$ cat config.mk
export PLATFORM = sky130hd
export DESIGN_NAME = ndef_record_header_parser_core
export DESIGN_NICKNAME = d
export VERILOG_FILES = /design/src/rtl/core/nrhp_pkg.sv /design/src/rtl/core/nrhp_parse.sv /design/src/rtl/core/ndef_record_header_parser_core.sv
export SDC_FILE = /design/constraint.sdc
export NUM_CORES = 1
export LEC_CHECK = 0
export BUFFER_PORTS_ARGS = -buffer_cell sky130_fd_sc_hd__buf_2
export CORE_ASPECT_RATIO = 1.4
export CORE_MARGIN = 4
export CORE_UTILIZATION = 30
export CTS_CLUSTER_SIZE = 12
export DETAILED_ROUTE_END_ITERATION = 10
export PLACE_DENSITY_LB_ADDON = 0.08
export SETUP_SLACK_MARGIN = 0.2
export SLEW_MARGIN = 15
export SYNTH_ARGS = -nofsm -noshare
export SYNTH_HDL_FRONTEND = slang
export SYNTH_HIERARCHICAL = 1
export SYNTH_SLANG_ARGS = --single-unit
$ cat constraint.sdc
create_clock -name clk -period 3.6 [get_ports clk]
set_input_delay 0.72 -clock clk [delete_from_list [all_inputs] [get_ports clk]]
set_output_delay 0.72 -clock clk [all_outputs]
set_load 0.02 [all_outputs]
$ cat src/rtl/core/nrhp_pkg.sv
// ----------------------------------------------------------------------------
// NDEF record header parser package
// Shared types and constants for the record parser core and its parse step.
// ----------------------------------------------------------------------------
package nrhp_pkg;

  localparam int unsigned BYTE_W    = 8;
  localparam int unsigned LEN_W     = 32;
  localparam int unsigned LCOUNT_W  = 2;

  localparam int unsigned FLAG_MB_BIT = 7;
  localparam int unsigned FLAG_ME_BIT = 6;
  localparam int unsigned FLAG_SR_BIT = 4;

  localparam logic [LCOUNT_W-1:0] LEN_BYTES_LAST = 2'd3;

  typedef enum logic [2:0] {
    PH_FLAGS   = 3'd0,
    PH_TYPELEN = 3'd1,
    PH_PAYLEN  = 3'd2,
    PH_TYPE    = 3'd3,
    PH_PAYLOAD = 3'd4
  } phase_t;

  typedef enum logic [2:0] {
    ROLE_FLAGS   = 3'd0,
    ROLE_TYPELEN = 3'd1,
    ROLE_PAYLEN  = 3'd2,
    ROLE_TYPE    = 3'd3,
    ROLE_PAYLOAD = 3'd4
  } byte_role_t;

  typedef struct packed {
    logic [BYTE_W-1:0] in_byte;
    logic              buffer_last;
  } in_item_t;

  typedef struct packed {
    logic [2:0]        byte_role;
    logic [BYTE_W-1:0] out_byte;
    logic              message_begin;
    logic              message_end;
    logic [BYTE_W-1:0] type_length;
    logic [LEN_W-1:0]  payload_length;
    logic              header_ready;
    logic              record_last;
    logic              truncated;
  } out_item_t;

  typedef struct packed {
    phase_t              phase;
    logic [BYTE_W-1:0]   flag_bits;
    logic [BYTE_W-1:0]   type_size;
    logic [LEN_W-1:0]    payload_size;
    logic [LCOUNT_W-1:0] len_count;
    logic [LEN_W-1:0]    bytes_remaining;
  } parse_state_t;

endpackage

$ cat src/rtl/core/nrhp_parse.sv
// ----------------------------------------------------------------------------
// NDEF record parse step
// Classifies one byte against the current parser state and gives the next
// state together with the result of the byte.
// ----------------------------------------------------------------------------
module nrhp_parse (
  input  nrhp_pkg::parse_state_t st,
  input  nrhp_pkg::in_item_t     item,
  output nrhp_pkg::parse_state_t st_nxt,
  output nrhp_pkg::out_item_t    res
);

  logic                        short_rec;
  logic                        len_done;
  logic [nrhp_pkg::LEN_W-1:0]  pl_new;
  logic [nrhp_pkg::LEN_W-1:0]  rem_dec;
  logic                        rem_zero;
  logic                        rec_last;

  assign short_rec = st.flag_bits[nrhp_pkg::FLAG_SR_BIT];
  assign len_done  = short_rec || (st.len_count == nrhp_pkg::LEN_BYTES_LAST);
  assign pl_new    = short_rec ? {{(nrhp_pkg::LEN_W-nrhp_pkg::BYTE_W){1'b0}}, item.in_byte}
                               : {st.payload_size[nrhp_pkg::LEN_W-nrhp_pkg::BYTE_W-1:0],
                                  item.in_byte};
  assign rem_dec   = (st.bytes_remaining != '0) ? st.bytes_remaining - 1'b1 : '0;
  assign rem_zero  = (rem_dec == '0);

  always_comb begin
    case (st.phase)
      nrhp_pkg::PH_PAYLEN: begin
        rec_last = len_done && (st.type_size == '0) && (pl_new == '0);
      end
      nrhp_pkg::PH_TYPE: begin
        rec_last = rem_zero && (st.payload_size == '0);
      end
      nrhp_pkg::PH_PAYLOAD: begin
        rec_last = rem_zero;
      end
      default: begin
        rec_last = 1'b0;
      end
    endcase
  end

  // Next state.
  always_comb begin
    st_nxt = st;
    case (st.phase)
      nrhp_pkg::PH_TYPELEN: begin
        st_nxt.type_size = item.in_byte;
        st_nxt.phase     = nrhp_pkg::PH_PAYLEN;
      end
      nrhp_pkg::PH_PAYLEN: begin
        st_nxt.payload_size = pl_new;
        if (!short_rec) begin
          st_nxt.len_count = len_done ? '0 : st.len_count + 1'b1;
        end
        if (len_done) begin
          if (st.type_size != '0) begin
            st_nxt.bytes_remaining = {{(nrhp_pkg::LEN_W-nrhp_pkg::BYTE_W){1'b0}}, st.type_size};
            st_nxt.phase           = nrhp_pkg::PH_TYPE;
          end else if (pl_new != '0) begin
            st_nxt.bytes_remaining = pl_new;
            st_nxt.phase           = nrhp_pkg::PH_PAYLOAD;
          end else begin
            st_nxt.phase = nrhp_pkg::PH_FLAGS;
          end
        end
      end
      nrhp_pkg::PH_TYPE: begin
        st_nxt.bytes_remaining = rem_dec;
        if (rem_zero) begin
          if (st.payload_size != '0) begin
            st_nxt.bytes_remaining = st.payload_size;
            st_nxt.phase           = nrhp_pkg::PH_PAYLOAD;
          end else begin
            st_nxt.phase = nrhp_pkg::PH_FLAGS;
          end
        end
      end
      nrhp_pkg::PH_PAYLOAD: begin
        st_nxt.bytes_remaining = rem_dec;
        if (rem_zero) begin
          st_nxt.phase = nrhp_pkg::PH_FLAGS;
        end
      end
      default: begin
        st_nxt.flag_bits       = item.in_byte;
        st_nxt.type_size       = '0;
        st_nxt.payload_size    = '0;
        st_nxt.len_count       = '0;
        st_nxt.bytes_remaining = '0;
        st_nxt.phase           = nrhp_pkg::PH_TYPELEN;
      end
    endcase
    if (item.buffer_last && !rec_last) begin
      st_nxt.phase = nrhp_pkg::PH_FLAGS;
    end
  end

  // Result of the byte.
  always_comb begin
    res                = '0;
    res.out_byte       = item.in_byte;
    res.message_begin  = st.flag_bits[nrhp_pkg::FLAG_MB_BIT];
    res.message_end    = st.flag_bits[nrhp_pkg::FLAG_ME_BIT];
    res.type_length    = st.type_size;
    res.record_last    = rec_last;
    res.truncated      = item.buffer_last && !rec_last;
    case (st.phase)
      nrhp_pkg::PH_TYPELEN: begin
        res.byte_role   = nrhp_pkg::ROLE_TYPELEN;
        res.type_length = item.in_byte;
      end
      nrhp_pkg::PH_PAYLEN: begin
        res.byte_role      = nrhp_pkg::ROLE_PAYLEN;
        res.header_ready   = len_done;
        res.payload_length = len_done ? pl_new : '0;
      end
      nrhp_pkg::PH_TYPE: begin
        res.byte_role      = nrhp_pkg::ROLE_TYPE;
        res.header_ready   = 1'b1;
        res.payload_length = st.payload_size;
      end
      nrhp_pkg::PH_PAYLOAD: begin
        res.byte_role      = nrhp_pkg::ROLE_PAYLOAD;
        res.header_ready   = 1'b1;
        res.payload_length = st.payload_size;
      end
      default: begin
        res.byte_role     = nrhp_pkg::ROLE_FLAGS;
        res.message_begin = item.in_byte[nrhp_pkg::FLAG_MB_BIT];
        res.message_end   = item.in_byte[nrhp_pkg::FLAG_ME_BIT];
        res.type_length   = '0;
      end
    endcase
  end

endmodule

$ cat src/rtl/core/ndef_record_header_parser_core.sv
// ----------------------------------------------------------------------------
// NDEF record header parser core
// Takes one byte of an NDEF record stream per transfer and returns one result
// per byte: its role in the record, the message-begin and message-end bits,
// the type and payload lengths and flags for the record's last byte and for a
// buffer that ends inside a record. A complete record is followed by the flags
// byte of the next one. One byte is taken in every cycle unless in_stall is
// high; the byte's result is offered from the result register, after the byte
// has passed the input register. While a result waits for the receiver, the
// input register holds one further byte and the input stalls with the output.
// ----------------------------------------------------------------------------
module ndef_record_header_parser_core (
  input  logic                 clk,
  input  logic                 rst_n,
  input  logic                 in_valid,
  output logic                 in_stall,
  input  nrhp_pkg::in_item_t   in_data,
  output logic                 out_valid,
  input  logic                 out_stall,
  output nrhp_pkg::out_item_t  out_data
);

  logic                   s1_valid_r;
  logic                   s1_valid_nxt;
  nrhp_pkg::in_item_t     s1_item_r;
  logic                   out_valid_r;
  logic                   out_valid_nxt;
  nrhp_pkg::out_item_t    out_item_r;
  nrhp_pkg::parse_state_t state_r;
  nrhp_pkg::parse_state_t state_nxt;
  nrhp_pkg::out_item_t    res;
  logic                   in_take;
  logic                   advance;

  nrhp_parse u_parse (
    .st     (state_r),
    .item   (s1_item_r),
    .st_nxt (state_nxt),
    .res    (res)
  );

  assign advance       = s1_valid_r && (!out_valid_r || !out_stall);
  assign in_stall      = s1_valid_r && !advance;
  assign in_take       = in_valid && !in_stall;
  assign s1_valid_nxt  = in_take || (s1_valid_r && !advance);
  assign out_valid_nxt = advance || (out_valid_r && out_stall);

  assign out_valid = out_valid_r;
  assign out_data  = out_item_r;

  always_ff @(posedge clk) begin
    if (!rst_n) begin
      s1_valid_r  <= 1'b0;
      out_valid_r <= 1'b0;
      state_r     <= '{phase: nrhp_pkg::PH_FLAGS, default: '0};
    end else begin
      s1_valid_r  <= s1_valid_nxt;
      out_valid_r <= out_valid_nxt;
      if (advance) begin
        state_r <= state_nxt;
      end
    end
  end

  always_ff @(posedge clk) begin
    if (in_take) begin
      s1_item_r <= in_data;
    end
    if (advance) begin
      out_item_r <= res;
    end
  end

endmodule
# Word level (Yosys, flattened, before mapping)

Cells that the tools add are included.
Widths: inputs -> output; s select.

Reduce and logical (&&, ||, !) cells: 34
Muxes and demuxes: 25
Bitwise logic cells: 3
Add/sub/neg operators: 2
Eq/ne operators: 11

Operators with widths:

| cell                  | count |
|---|---|
| $mux 32               | 8 |
| $pmux 32 s4           | 1 |
| $logic_not 32->1      | 3 |
| $reduce_bool 32->1    | 3 |
| $pmux 34 s2           | 1 |
| $pmux 33 s2           | 1 |
| $sub 32x1->32 const B | 1 |
| $pmux 3 s4            | 2 |
| $mux 3                | 7 |
| $pmux 8 s2            | 1 |
| $ne 3x2->1 const B    | 3 |
| $logic_and 1x1->1     | 8 |
| $logic_not 8->1       | 1 |
| $reduce_and 4->1      | 2 |
| $reduce_bool 8->1     | 1 |
| $eq 3x2->1 const B    | 2 |
| $mux 2                | 3 |
| $reduce_or 3->1       | 2 |
| $logic_not 1->1       | 5 |
| $logic_or 1x1->1      | 4 |
| $reduce_and 2->1      | 2 |
| $reduce_or 4->1       | 1 |
| $eq 3x1->1 const B    | 1 |
| $eq 3x3->1 const B    | 1 |
| 9 further kinds       | 11 |

Bits of input ports: 13
Flip-flop bits (word level): 152
Output and inout bits: 58
Logic and storage cells: 94

# Longest topological paths before layout

Depth in word-level cells: 9
Gate-level depth with buffers: 14
Mapped depth without buffers: 12

# Modules after synthesis

The synthesis kept the hierarchy.

By module, submodules not included:

| module                         | instances | area an instance (µm²) | cells an instance | seq. area each (µm²) |
|---|---|---|---|---|
| ndef_record_header_parser_core | 1         | 5,445.2                | 442               | 3,693.5 |
| nrhp_parse                     | 1         | 3,385.7                | 543               | 0.0 |

# Least setup slack after synthesis

Ideal clock, no wire load.

Path type: register to register
From: register state_r[4] (netlist name)
To: register state_r[11] (netlist name)
Stages on the path, launching flop included: 15
Data required time: 3,528 ps
Setup slack: 12 ps
Period minus slack after synthesis: 3,588 ps
Data arrival time: 3,516 ps
Setup time: 72 ps
Path buffers: 4
Cells stage by stage: dfxtp_1 > buf_2 > or4_1 > or3_1 > clkbuf_1 > nor4_1 > mux2i_1 > nand4b_4 > or2_1 > or3_1 > buf_2 > buf_6 > o221ai_2 > nand2_1 > mux2i_1

RTL lines:

| element                | line                                 | source |
|---|---|---|
| start, declared        | ndef_record_header_parser_core.sv:29 | `nrhp_pkg::parse_state_t state_r;` |
| start signal, assigned | ndef_record_header_parser_core.sv:60 | `state_r <= state_nxt;` |

==> results by group <==
Timing
  • # setup viols final: 0
  • RSZ-0062 raised after global routing: yes
  • Rel. slew slack: 0.446
  • Max frequency: 284 MHz
  • Post-layout minimum cycle time: 3.52 ns
  • Worst clock skew: 0.00899 ns
  • Fin. max-slew vios: 0
  • Slew of the pin with the lowest slew margin: 0.831 ns
  • Final period util: 0.977
  • Number of failing hold endpoints at the final stage: 0

Placed design
  • Final HPWL DP: 21400 um
  • Port Buffers: 70
  • Gpl congestion: 0.855

Routing
  • DRT Wirelength: 30100 um
  • DR pass1 iterations: 5
  • Post-route ant nets: 0
  • Routed wire length per instance: 20.9 um
  • DR vias: 7584
  • Initial DRC Count: 493
  • DRC: 0
  • Routed vias/inst: 5.27

Floorplanning
  • Row cnt: 73
  • Initial Util: 0.303
  • Chip Width: 151 um
  • Die ar.: 31400 sq um
  • Die height: 208 um
  • Core footprint: 28300 sq um
  • Num ports: 71

Worst setup path
  • CP startpoint kind: flip-flop
  • Critical path buffers and inverters: 1
  • Critical Path RT: 3.96 ns
  • Critical Setup Path Class: flip-flop to flip-flop
  • CP cell instances: or4_4 > or4b_4 > nor4_4 > mux2i_2 > nand4b_4 > or2_4 > or3_4 > clkbuf_16 > o221ai_2 > nand2_1 > mux2i_1
  • Critical path fanouts, max: 5
  • Crit-path slowest cell: or4b_4
  • CP top delay family: simple AND/OR/NAND/NOR gates
  • Max stage delay on crit path: 0.57 ns
  • Worst endpoint data arrival time: 3.88 ns
  • Worst Setup End Kind: flip-flop

Layout
  • Antenna Cells: 0
  • Synth-to-Final Area Change: 20.9%
  • Layout cells sized above 1: 0.230
  • Layout Utilization: 0.367
  • Final nets: 1065

Clock tree
  • Clock Path Buffers: 2
  • Number of buffers created by CTS: 17
  • Hold buffer count at CTS: 0
  • CTS tree: built
  • Clock sinks: 147
  • Worst-skew pair later-pin latency: 0.44 ns
  • Root buffer cell: clkbuf_16
  • Clock transition at path regs: 0.07 ns
  • CTS H-tree depth: 4

GRT
  • Largest net degree at the start of global routing: 78
  • First-pass GRT wire length: 46200 um
  • Vias in the first global route: 7546
  • Initial antenna violation count: 0
  • Total Routing Usage GR: 0.193
  • Total gr overflow: 0

Run
  • MaxCap Viol Count: 0

Synthesis
  • Post-Synthesis Cells: 960
  • Avg Synthesized Cell Area: 8.94 sq um
  • Synth Warn #: 6
  • Post-Syn Nets: 975
  • Synth Cell Area: 8590 sq um

Power
  • Total power: 3.81 mW
  • P_leak: 3.96 nW
  • Peak supply drop: 0.273 mV
  • Power Density: 367 nW/um^2

Min path
  • Worst Hold Class: input port to flip-flop

Run status
  • Status: finished, final reports clean
==> worst paths after layout <==
path / slack, ns / from / endpoint / cells past startpoint
setup / recovery: 0.08 / state_r[22] / state_r[12] / 11
hold / removal: 0.46 / in_data[3] / s1_item_r[3] / 1
setup reg to reg: 0.08 / state_r[22] / state_r[12] / 11
hold reg to reg: 0.46 / state_r[80] / state_r[80] / 2
==> stage by stage <==
step	worst slack [ns]	TNS (ns)	hold WS [ns]	area, sq um	cells
after floorplan	0.148	0	0.432	8670	960
after global placement	0.116	0	0.443	9600	1395
after detailed placement	0.0468	0	0.459	9600	1395
after CTS	0.117	0	0.436	10200	1431
after global routing	-0.0851	-0.783	0.440	10400	1438
final	0.0810	0	0.457	10400	1438
==> registers in the layout, summed over array words and instances (netlist names) <==
name,count
state_r,80
s1_item_r,9
out_valid,1
out_data,56
s1_valid_r,1
==> placed cells by master, fill, tap and decap left out, types with 5 or more instances in the layout <==
cell type   count
nand2_1       224
mux2i_1        84
dfxtp_1        82
buf_4          81
buf_2          69
edfxtp_1       65
nor2_1         53
o21ai_0        47
a22o_1         42
inv_1          32
a21oi_1        23
a22oi_1        21
nor3_1         19
clkbuf_16      18
nor4_1         14
o221ai_2       12
nor2b_1        10
xnor2_1         9
xor2_1          8
buf_12          7
a21o_1          7
nand4_1         7
clkinvlp_4      5
or3_1           5
nand3_1         5
o21ai_1         5
a221oi_1        5
o221ai_1        5
==> power breakdown <==
part / total [mW] / switching [mW] / internal [mW]
clock: 1.74 / 0.768 / 0.975
combinational: 0.280 / 0.191 / 0.0888
sequential: 1.79 / 0.0138 / 1.78
total: 3.81 / 0.973 / 2.84
==> cell type report <==
class	instances	area (sq um)
fillers	2927	17900
multi-input cells	691	4470
flip-flops and latches	147	3590
repair buffers	161	1170
well taps	375	469
clock buffers	21	450
inverters	32	120
clock inverters	11	106
==> metal layers <==
layer / vias up / GRT usage / wire length [um]
li1: 3630 / - / -
met1: 3696 / 0.231 / 12200
met2: 197 / 0.326 / 15000
met3: 61 / 0.0305 / 1170
met4: 0 / 0.105 / 1660
met5: - / 0 / 0
==> repair_timing <==
action / 4_1_cts / 5_1_grt
cloned: 1 / 1
resized for setup: 5 / 16
setup buffers: 3 / 6
pin swaps: 3 / 4
setup endpoints to repair: 34 / 36
(Power assumes the default switching activity.)
